==> config.mk <==
export PLATFORM = sky130hd
export DESIGN_NAME = page_frame_free_list_allocator
export DESIGN_NICKNAME = d
export VERILOG_FILES = /design/src/hw/rtl/pffl_pkg.sv /design/src/hw/rtl/page_frame_free_list_allocator.sv /design/src/hw/rtl/pffl_link_mem.sv /design/src/hw/rtl/pffl_ctrl.sv
export SDC_FILE = /design/constraint.sdc
export NUM_CORES = 2
export LEC_CHECK = 0
export ABC_AREA = 1
export BUFFER_PORTS_ARGS = -buffer_cell sky130_fd_sc_hd__buf_2
export CAP_MARGIN = 30
export CORE_MARGIN = 2
export CORE_UTILIZATION = 45
export DETAILED_ROUTE_END_ITERATION = 8
export GPL_TIMING_DRIVEN = 1
export PLACE_DENSITY = 0.56
export SYNTH_ARGS = -nofsm -noshare
export SYNTH_HDL_FRONTEND = slang
export SYNTH_SLANG_ARGS = --single-unit
==> constraint.sdc <==
create_clock -name clk -period 14.6 [get_ports clk]
set_input_delay 0.73 -clock clk [delete_from_list [all_inputs] [get_ports clk]]
set_output_delay 0.73 -clock clk [all_outputs]
set_load 0.05 [all_outputs]
==> src/hw/rtl/pffl_pkg.sv <==
package pffl_pkg;

    localparam int PAGES      = 128;
    localparam int PAGE_BYTES = 2097152;

    localparam int IDX_W      = $clog2(PAGES);
    localparam int PAGE_SHIFT = $clog2(PAGE_BYTES);
    localparam int OP_W       = 2;
    localparam int COUNT_W    = 8;
    localparam int LINK_W     = 8;
    localparam int STATUS_W   = 2;
    localparam int ADDR_W     = 28;

    localparam logic [LINK_W-1:0]  NONE_LINK = LINK_W'(PAGES);
    localparam logic [COUNT_W-1:0] ALL_PAGES = COUNT_W'(PAGES);

    localparam logic [OP_W-1:0] OP_ALLOC = 2'd0;
    localparam logic [OP_W-1:0] OP_FREE  = 2'd1;
    localparam logic [OP_W-1:0] OP_LINK  = 2'd2;

    localparam logic [STATUS_W-1:0] STAT_DONE    = 2'd0;
    localparam logic [STATUS_W-1:0] STAT_IGNORED = 2'd1;
    localparam logic [STATUS_W-1:0] STAT_SHORT   = 2'd2;

    typedef struct packed {
        logic [OP_W-1:0]    op;
        logic [COUNT_W-1:0] count;
        logic [LINK_W-1:0]  page;
    } pffl_req_t;

    typedef struct packed {
        logic [STATUS_W-1:0] status;
        logic [LINK_W-1:0]   frame;
        logic [ADDR_W-1:0]   frame_addr;
        logic [COUNT_W-1:0]  free_pages;
    } pffl_rsp_t;

    typedef struct packed {
        logic [STATUS_W-1:0] status;
        logic [LINK_W-1:0]   frame;
        logic [COUNT_W-1:0]  free_pages;
    } pffl_res_t;

    typedef struct packed {
        logic [IDX_W-1:0]  rd_addr;
        logic              wr_en;
        logic [IDX_W-1:0]  wr_addr;
        logic [LINK_W-1:0] wr_data;
    } pffl_mem_req_t;

    function automatic logic [LINK_W-1:0] link_reset(input logic [IDX_W-1:0] idx);
        logic [LINK_W-1:0] v;
        if (idx == '0)
            v = NONE_LINK;
        else
            v = LINK_W'(idx) - LINK_W'(1);
        return v;
    endfunction

    function automatic logic [ADDR_W-1:0] frame_address(input logic [LINK_W-1:0] frame);
        logic [ADDR_W-1:0] a;
        if (frame < NONE_LINK)
            a = ADDR_W'(frame[IDX_W-1:0]) << PAGE_SHIFT;
        else
            a = '0;
        return a;
    endfunction

endpackage

==> src/hw/rtl/page_frame_free_list_allocator.sv <==
// channel | valid     | stall     | payload
// request | req_valid | req_stall | req (op, count, page)
// result  | rsp_valid | rsp_stall | rsp (status, frame, frame_addr, free_pages)
//
// One request at a time. Allocate unlinks count frames from the free list and
// free walks the freed list to its tail (one link-memory read per cycle);
// read link and rejected requests do not walk the list.
// Reset is immediate: per-entry valid bits stand in for the initial free chain.
// A stalled result holds in the output register; the next request is taken
// meanwhile and its result waits inside the sequencer.
module page_frame_free_list_allocator
    import pffl_pkg::*;
(
    input  logic      clk,
    input  logic      rst_n,
    input  logic      req_valid,
    output logic      req_stall,
    input  pffl_req_t req,
    output logic      rsp_valid,
    input  logic      rsp_stall,
    output pffl_rsp_t rsp
);

    pffl_mem_req_t     mreq;
    logic [LINK_W-1:0] rd_data;
    logic              res_valid;
    logic              res_take;
    pffl_res_t         res;
    logic              rsp_valid_reg;
    pffl_rsp_t         rsp_reg;

    pffl_link_mem u_mem (
        .clk     (clk),
        .rst_n   (rst_n),
        .mreq    (mreq),
        .rd_data (rd_data)
    );

    pffl_ctrl u_ctrl (
        .clk       (clk),
        .rst_n     (rst_n),
        .req_valid (req_valid),
        .req_stall (req_stall),
        .req       (req),
        .mreq      (mreq),
        .rd_data   (rd_data),
        .res_valid (res_valid),
        .res_take  (res_take),
        .res       (res)
    );

    assign res_take = !rsp_valid_reg || !rsp_stall;

    always_ff @(posedge clk or negedge rst_n)
    begin
        if (!rst_n)
        begin
            rsp_valid_reg <= 1'b0;
        end
        else if (res_take)
        begin
            rsp_valid_reg <= res_valid;
        end
    end

    always_ff @(posedge clk)
    begin
        if (res_take && res_valid)
        begin
            rsp_reg.status     <= res.status;
            rsp_reg.frame      <= res.frame;
            rsp_reg.frame_addr <= frame_address(res.frame);
            rsp_reg.free_pages <= res.free_pages;
        end
    end

    assign rsp_valid = rsp_valid_reg;
    assign rsp       = rsp_reg;

`ifndef NO_ASSERTIONS
    a_busy_after_transfer: assert property (@(posedge clk) disable iff (!rst_n)
        (req_valid && !req_stall) |=> req_stall)
        else $error("request taken while a previous one is in progress");

    a_free_bound: assert property (@(posedge clk) disable iff (!rst_n)
        rsp_valid |-> (rsp.free_pages <= ALL_PAGES))
        else $error("free page count above the number of frames");

    a_fail_no_frame: assert property (@(posedge clk) disable iff (!rst_n)
        (rsp_valid && (rsp.status != STAT_DONE)) |-> (rsp.frame == NONE_LINK))
        else $error("failed request returned a frame");

    a_none_addr: assert property (@(posedge clk) disable iff (!rst_n)
        (rsp_valid && (rsp.frame >= NONE_LINK)) |-> (rsp.frame_addr == '0))
        else $error("address given for no frame");
`endif

endmodule

==> src/hw/rtl/pffl_link_mem.sv <==
module pffl_link_mem
    import pffl_pkg::*;
(
    input  logic              clk,
    input  logic              rst_n,
    input  pffl_mem_req_t     mreq,
    output logic [LINK_W-1:0] rd_data
);

    logic [LINK_W-1:0] mem [PAGES];
    logic [PAGES-1:0]  valid_reg;
    logic [LINK_W-1:0] mem_q_reg;
    logic [IDX_W-1:0]  addr_q_reg;
    logic              hit_q_reg;
    logic              byp_reg;
    logic [LINK_W-1:0] byp_data_reg;

    always_ff @(posedge clk)
    begin
        if (mreq.wr_en)
        begin
            mem[mreq.wr_addr] <= mreq.wr_data;
        end
        mem_q_reg    <= mem[mreq.rd_addr];
        addr_q_reg   <= mreq.rd_addr;
        byp_data_reg <= mreq.wr_data;
    end

    always_ff @(posedge clk or negedge rst_n)
    begin
        if (!rst_n)
        begin
            valid_reg <= '0;
            hit_q_reg <= 1'b0;
            byp_reg   <= 1'b0;
        end
        else
        begin
            if (mreq.wr_en)
            begin
                valid_reg[mreq.wr_addr] <= 1'b1;
            end
            hit_q_reg <= valid_reg[mreq.rd_addr];
            byp_reg   <= mreq.wr_en && (mreq.wr_addr == mreq.rd_addr);
        end
    end

    // forward a write that lands on the entry being read
    always_comb
    begin
        if (byp_reg)
            rd_data = byp_data_reg;
        else if (hit_q_reg)
            rd_data = mem_q_reg;
        else
            rd_data = link_reset(addr_q_reg);
    end

endmodule

==> src/hw/rtl/pffl_ctrl.sv <==
module pffl_ctrl
    import pffl_pkg::*;
(
    input  logic              clk,
    input  logic              rst_n,
    input  logic              req_valid,
    output logic              req_stall,
    input  pffl_req_t         req,
    output pffl_mem_req_t     mreq,
    input  logic [LINK_W-1:0] rd_data,
    output logic              res_valid,
    input  logic              res_take,
    output pffl_res_t         res
);

    localparam logic [2:0] S_IDLE  = 3'd0;
    localparam logic [2:0] S_ALLOC = 3'd1;
    localparam logic [2:0] S_FREE  = 3'd2;
    localparam logic [2:0] S_LINK  = 3'd3;
    localparam logic [2:0] S_DONE  = 3'd4;

    logic [2:0]          state_reg, state_next;
    logic [LINK_W-1:0]   free_head_reg, free_head_next;
    logic [COUNT_W-1:0]  free_total_reg, free_total_next;
    logic [IDX_W-1:0]    cur_reg, cur_next;
    logic [LINK_W-1:0]   alloc_reg, alloc_next;
    logic [COUNT_W-1:0]  left_reg, left_next;
    logic [COUNT_W-1:0]  len_reg, len_next;
    logic [IDX_W-1:0]    page_reg, page_next;
    logic [STATUS_W-1:0] status_reg, status_next;
    logic [LINK_W-1:0]   frame_reg, frame_next;

    logic                accept;
    logic                page_ok;
    logic                link_ok;
    logic [COUNT_W:0]    total_sum;

    assign req_stall = (state_reg != S_IDLE);
    assign accept    = req_valid && (state_reg == S_IDLE);
    assign page_ok   = (req.page < NONE_LINK);
    assign link_ok   = (rd_data < NONE_LINK);
    assign total_sum = {1'b0, free_total_reg} + {1'b0, len_reg};

    assign res_valid      = (state_reg == S_DONE);
    assign res.status     = status_reg;
    assign res.frame      = frame_reg;
    assign res.free_pages = free_total_reg;

    always_comb
    begin
        state_next      = state_reg;
        free_head_next  = free_head_reg;
        free_total_next = free_total_reg;
        cur_next        = cur_reg;
        alloc_next      = alloc_reg;
        left_next       = left_reg;
        len_next        = len_reg;
        page_next       = page_reg;
        status_next     = status_reg;
        frame_next      = frame_reg;
        mreq.rd_addr    = cur_reg;
        mreq.wr_en      = 1'b0;
        mreq.wr_addr    = cur_reg;
        mreq.wr_data    = alloc_reg;

        unique case (state_reg)
            S_IDLE:
            begin
                if (accept)
                begin
                    status_next = STAT_IGNORED;
                    frame_next  = NONE_LINK;
                    state_next  = S_DONE;
                    unique case (req.op)
                        OP_ALLOC:
                        begin
                            if (req.count == '0)
                            begin
                                status_next = STAT_IGNORED;
                            end
                            else if (req.count > free_total_reg)
                            begin
                                status_next = STAT_SHORT;
                            end
                            else if (free_head_reg >= NONE_LINK)
                            begin
                                status_next = STAT_DONE;
                            end
                            else
                            begin
                                mreq.rd_addr = free_head_reg[IDX_W-1:0];
                                cur_next     = free_head_reg[IDX_W-1:0];
                                alloc_next   = NONE_LINK;
                                left_next    = req.count;
                                state_next   = S_ALLOC;
                            end
                        end
                        OP_FREE:
                        begin
                            if (page_ok)
                            begin
                                mreq.rd_addr = req.page[IDX_W-1:0];
                                cur_next     = req.page[IDX_W-1:0];
                                page_next    = req.page[IDX_W-1:0];
                                len_next     = COUNT_W'(1);
                                state_next   = S_FREE;
                            end
                        end
                        OP_LINK:
                        begin
                            if (page_ok)
                            begin
                                mreq.rd_addr = req.page[IDX_W-1:0];
                                state_next   = S_LINK;
                            end
                        end
                        default:
                        begin
                            status_next = STAT_IGNORED;
                        end
                    endcase
                end
            end
            S_ALLOC:
            begin
                // unlink the current frame and push it onto the allocated list
                mreq.wr_en      = 1'b1;
                mreq.wr_addr    = cur_reg;
                mreq.wr_data    = alloc_reg;
                alloc_next      = LINK_W'(cur_reg);
                free_head_next  = rd_data;
                free_total_next = free_total_reg - COUNT_W'(1);
                left_next       = left_reg - COUNT_W'(1);
                if ((left_reg > COUNT_W'(1)) && link_ok)
                begin
                    mreq.rd_addr = rd_data[IDX_W-1:0];
                    cur_next     = rd_data[IDX_W-1:0];
                end
                else
                begin
                    status_next = STAT_DONE;
                    frame_next  = LINK_W'(cur_reg);
                    state_next  = S_DONE;
                end
            end
            S_FREE:
            begin
                if (link_ok && (len_reg < ALL_PAGES))
                begin
                    mreq.rd_addr = rd_data[IDX_W-1:0];
                    cur_next     = rd_data[IDX_W-1:0];
                    len_next     = len_reg + COUNT_W'(1);
                end
                else
                begin
                    // splice the free list behind the tail
                    mreq.wr_en     = 1'b1;
                    mreq.wr_addr   = cur_reg;
                    mreq.wr_data   = free_head_reg;
                    free_head_next = LINK_W'(page_reg);
                    if (total_sum > (COUNT_W+1)'(PAGES))
                        free_total_next = ALL_PAGES;
                    else
                        free_total_next = total_sum[COUNT_W-1:0];
                    status_next = STAT_DONE;
                    frame_next  = LINK_W'(page_reg);
                    state_next  = S_DONE;
                end
            end
            S_LINK:
            begin
                status_next = STAT_DONE;
                frame_next  = rd_data;
                state_next  = S_DONE;
            end
            S_DONE:
            begin
                if (res_take)
                begin
                    state_next = S_IDLE;
                end
            end
            default:
            begin
                state_next = S_IDLE;
            end
        endcase
    end

    always_ff @(posedge clk or negedge rst_n)
    begin
        if (!rst_n)
        begin
            state_reg      <= S_IDLE;
            free_head_reg  <= LINK_W'(PAGES - 1);
            free_total_reg <= ALL_PAGES;
        end
        else
        begin
            state_reg      <= state_next;
            free_head_reg  <= free_head_next;
            free_total_reg <= free_total_next;
        end
    end

    always_ff @(posedge clk)
    begin
        cur_reg    <= cur_next;
        alloc_reg  <= alloc_next;
        left_reg   <= left_next;
        len_reg    <= len_next;
        page_reg   <= page_next;
        status_reg <= status_next;
        frame_reg  <= frame_next;
    end

endmodule

==> results.txt <==
----------------------------------------------------
[Clock tree]
  Number of clock sinks seen by CTS ... 1270
  Clk slew on worst S/H paths ... 0.06 ns
  CTS tree ... built
  Buffer count from post-CTS setup fixing ... 0
  Clock latency reported for the late side of the worst-skew pair ... approximately 0.8 ns
  Cts bufs inserted ... about 140
  Maximum clock path buffer count ... 3
  Max H-tree Level ... 4
  Cell chosen for the clock root ... sky130_fd_sc_hd__clkbuf_16

[STA]
  Post-route clock period utilization ... a little over two fifths
  Max_slew headroom ... 17.6%
  Final number of hold-violating endpoints ... 0
  RSZ-0062 raised after global routing ... no
  Setup-violating endpoint count in the final report ... 0
  Worst Tran Pin Value ... 1.24 ns
  Final period demand of the worst path ... about 6.3 ns
  Max-slew violation count ... 0
  Clock skew ... ~0.025 ns
  Setup TNS Final ... 0 ns
  Maximum clock frequency ... 158 MHz

[Detailed routing]
  Number of vias per cell after detailed routing ... 5.59
  Wire length per cell after detailed routing ... 22.8 um
  Post-Route WL ... 175000 um
  Residual antenna-violating net count after detailed routing ... 0
  DRC ... 0
  Detailed Routing Iterations Pass 1 ... 6
  Iteration-0 DRC count of the detailed router ... 4972
  DR vias ... 42700

[Floorplanning]
  Horizontal extent of the die ... 365 um
  Effective utilization at floorplan ... a little under half
  Number of primary I/O pins ... 70
  Die ar. ... 133000 um2
  Num rows ... 132
  Core footprint ... 129000 um2
  Die H ... 365 um

[Synth]
  Area of the mapped netlist ... between 50000 and 60000 um2
  Number of synthesized flops with an enable pin ... 1097
  Mapped Avg Cell Area ... 9.87 um2
  Unique cell type count in the Yosys netlist ... 57
  Share of synthesized registers carrying an async set or reset ... a little under an eighth
  Most used DFF post-synth ... sky130_fd_sc_hd__edfxtp_1
  Sequential cell area fraction in the yosys report ... between 60% and 70%
  #FFs+latches synth ... 1270
  YS warnings ... 0
  Count of mapped cells out of synthesis ... between 5000 and 6000

[Placement]
  DP Wirelength ... 94000 um
  RePlAce Congestion ... around 0.86
  Buffers added on ports ... 48

[Worst setup path]
  Max Fanout on Critical Path ... 87
  Cell occurring most often along the worst timing path ... sky130_fd_sc_hd__nand2_1
  CP Class ... register to register
  Arrival time at the worst endpoint ... around 7.1 ns
  CP top delay family ... simple AND/OR/NAND/NOR gates
  Crit path capture type ... register
  Buffers & Inverters on Critical Path ... 4
  Master of the slowest instance on the critical path ... sky130_fd_sc_hd__buf_4
  Critical Path Start Type ... register
  Required arrival time at the worst endpoint ... 15.32 ns
  Max incr delay on CP ... 0.69 ns

[Global routing]
  Maximum number of pins on one net before global-route repair ... between 150 and 200
  Vias in the first global route ... roughly 41000
  Overall global routing resource usage ... 26.2%
  Number of antenna violations at the first check in global routing ... 4
  Congestion Overflow GR ... 0
  Wire length of the first global-routing pass ... 264000 um

[Cells and area]
  Synth-to-layout area growth ... 9.67%
  Fraction of layout cells with a size suffix above 1 ... approximately 6.6%
  Largest register FFs ... 1024
  Antenna diode instance count ... 0
  Final layout net count ... 5843

[Worst hold path]
  Min-delay worst type ... primary input to register

[Job]
  Max-cap check violation count ... 0

[Outcome]
  Result of the run ... finished, final reports clean

----------------------------------------------------
-- synthesized netlist by cell type (7+ instances only) --
| master | n | share of area (%) |
|---|---|---|
| sky130_fd_sc_hd__nand3b_1 | 7 | 0.090 |
| sky130_fd_sc_hd__inv_1 | 989 | 6.3 |
| sky130_fd_sc_hd__dfstp_2 | 8 | 0.36 |
| sky130_fd_sc_hd__dfrtp_1 | 142 | 6.1 |
| sky130_fd_sc_hd__buf_4 | 39 | 0.50 |
| sky130_fd_sc_hd__a21oi_1 | 40 | 0.34 |
| sky130_fd_sc_hd__xor2_1 | 13 | 0.19 |
| sky130_fd_sc_hd__dfxtp_1 | 23 | 0.79 |
| sky130_fd_sc_hd__o21ai_1 | 8 | 0.068 |
| sky130_fd_sc_hd__inv_2 | 21 | 0.13 |
| sky130_fd_sc_hd__nand2_1 | 1165 | 7.5 |
| sky130_fd_sc_hd__edfxtp_1 | 1097 | 56 |
| sky130_fd_sc_hd__or2_2 | 8 | 0.086 |
| sky130_fd_sc_hd__o21ai_0 | 184 | 1.6 |
| sky130_fd_sc_hd__clkbuf_1 | 178 | 1.1 |
| sky130_fd_sc_hd__ha_1 | 26 | 0.56 |
| sky130_fd_sc_hd__nand2_2 | 7 | 0.075 |
| sky130_fd_sc_hd__buf_2 | 182 | 1.6 |
| sky130_fd_sc_hd__o211ai_1 | 19 | 0.24 |
| sky130_fd_sc_hd__nand4_1 | 446 | 4.8 |
| sky130_fd_sc_hd__nand3_1 | 1020 | 8.7 |
| sky130_fd_sc_hd__nor2_1 | 206 | 1.3 |
| sky130_fd_sc_hd__buf_1 | 20 | 0.13 |
| sky130_fd_sc_hd__a22oi_1 | 7 | 0.090 |
-- path summary, 6_finish.rpt --
path | from | to | slack (ns) | depth (start not counted)
hold reg to reg | u_ctrl.status_reg[0] | rsp[44] | 0.42 | 0
setup reg to reg | u_ctrl.free_total_reg[7] | u_mem.mem_q_reg[5] | 8.27 | 26
setup / recovery | u_ctrl.free_total_reg[7] | u_mem.mem_q_reg[5] | 8.27 | 26
min in group asynchronous | rst_n | u_ctrl.free_total_reg[4] | 0.52 | 2
hold / removal | req[2] | u_ctrl.page_reg[2] | 0.19 | 1
max in group asynchronous | rst_n | u_mem.valid_reg[39] | 12.28 | 4
-- area by class of cell --
type                            count  area (um2)
Fill cell                       12000       65200
Clock inverter                     59         434
Sequential cell                  1270       37200
Inverter                         1016        3840
Timing Repair Buffer              125         996
Tap cell                         1742        2180
Clock buffer                      193        3880
Multi-Input combinational cell   3240       15700
-- worst register-to-register path: cells and delay by family, from the launching register on --
family / cells / cell delay [ns]
adder cells (fa/ha/maj): 1 / 0.29
buffers and inverters: 4 / 2.13
flip-flops: 1 / 0.58
AND/OR/NAND/NOR: 21 / 3.28
-- kinds of logic after synthesis --
| group | Yosys count | synth area share (%) |
|---|---|---|
| AOI/OAI and AO/OA | 285 | 2.70 |
| adders and majority gates | 27 | 0.590 |
| and+or+nand+nor | 2892 | 23.0 |
| DFF | 1270 | 63.5 |
| xor gates and xnor gates | 15 | 0.225 |
| buffers and inverters | 1437 | 9.89 |
| other | 1 | 0.00641 |
-- per-stage QoR --
stage | std cells | setup WS (ns) | instance area, um2 | hold slack [ns] | utilization (%)
5_1_grt | 7645 | 7.82 | 64100 | 0.160 | 49.6
2_1_floorplan | 5947 | 9.19 | 58600 | 0.400 | -
6_report | 7645 | 8.27 | 64100 | 0.188 | 49.6
4_1_cts | 7640 | 8.39 | 64100 | 0.140 | 49.5
3_5_place_dp | 7387 | 8.18 | 59700 | 0.411 | 46.2
3_3_place_gp | 7382 | 8.14 | 59700 | 0.406 | 46.2
-- metal layers --
layer  up-vias  track usage [%]  routed length [um]
li1      19700                -                   -
met1     20900             36.8               74900
met2      1830             41.1               80700
met3       302             4.82               13800
met4         4             8.73                4990
met5         -                0                  33
-- layout by cell type, fill, tap and decap left out, types with 6 or more instances in the layout --
cell / netlist / layout
sky130_fd_sc_hd__nor2_1: 206 / 205
sky130_fd_sc_hd__dfstp_2: 8 / 8
sky130_fd_sc_hd__inv_6: 0 / 10
sky130_fd_sc_hd__nand2_2: 7 / 7
sky130_fd_sc_hd__o211ai_1: 19 / 19
sky130_fd_sc_hd__clkbuf_1: 178 / 40
sky130_fd_sc_hd__a22oi_1: 7 / 7
sky130_fd_sc_hd__clkbuf_8: 0 / 9
sky130_fd_sc_hd__conb_1: 1 / 21
sky130_fd_sc_hd__buf_12: 0 / 10
sky130_fd_sc_hd__buf_4: 39 / 63
sky130_fd_sc_hd__dfxtp_1: 23 / 23
sky130_fd_sc_hd__inv_1: 989 / 986
sky130_fd_sc_hd__nand3b_1: 7 / 7
sky130_fd_sc_hd__nor3_1: 6 / 6
sky130_fd_sc_hd__nand4_1: 446 / 446
sky130_fd_sc_hd__nor2_4: 6 / 6
sky130_fd_sc_hd__nand3_1: 1020 / 1020
sky130_fd_sc_hd__xor2_1: 13 / 13
sky130_fd_sc_hd__dfrtp_1: 142 / 142
sky130_fd_sc_hd__edfxtp_1: 1097 / 1097
sky130_fd_sc_hd__nand2_1: 1165 / 1164
sky130_fd_sc_hd__clkinv_1: 6 / 26
sky130_fd_sc_hd__buf_2: 182 / 47
sky130_fd_sc_hd__o21ai_1: 8 / 8
sky130_fd_sc_hd__o21ai_0: 184 / 184
sky130_fd_sc_hd__a21oi_1: 40 / 40
sky130_fd_sc_hd__or2_2: 8 / 8
sky130_fd_sc_hd__clkbuf_16: 0 / 144
sky130_fd_sc_hd__inv_2: 21 / 19
sky130_fd_sc_hd__clkinv_2: 0 / 21
sky130_fd_sc_hd__ha_1: 26 / 26
-- what timing repair did --
| item | 4_1_cts | 5_1_grt |
|---|---|---|
| hold buffers | 1 | 0 |
| endpoints found under the hold margin | 47 | 0 |
| resized for setup | 0 | 0 |
Power is not shown: default switching activity piles up to over one toggle a cycle in this logic, so the estimate is an artifact.
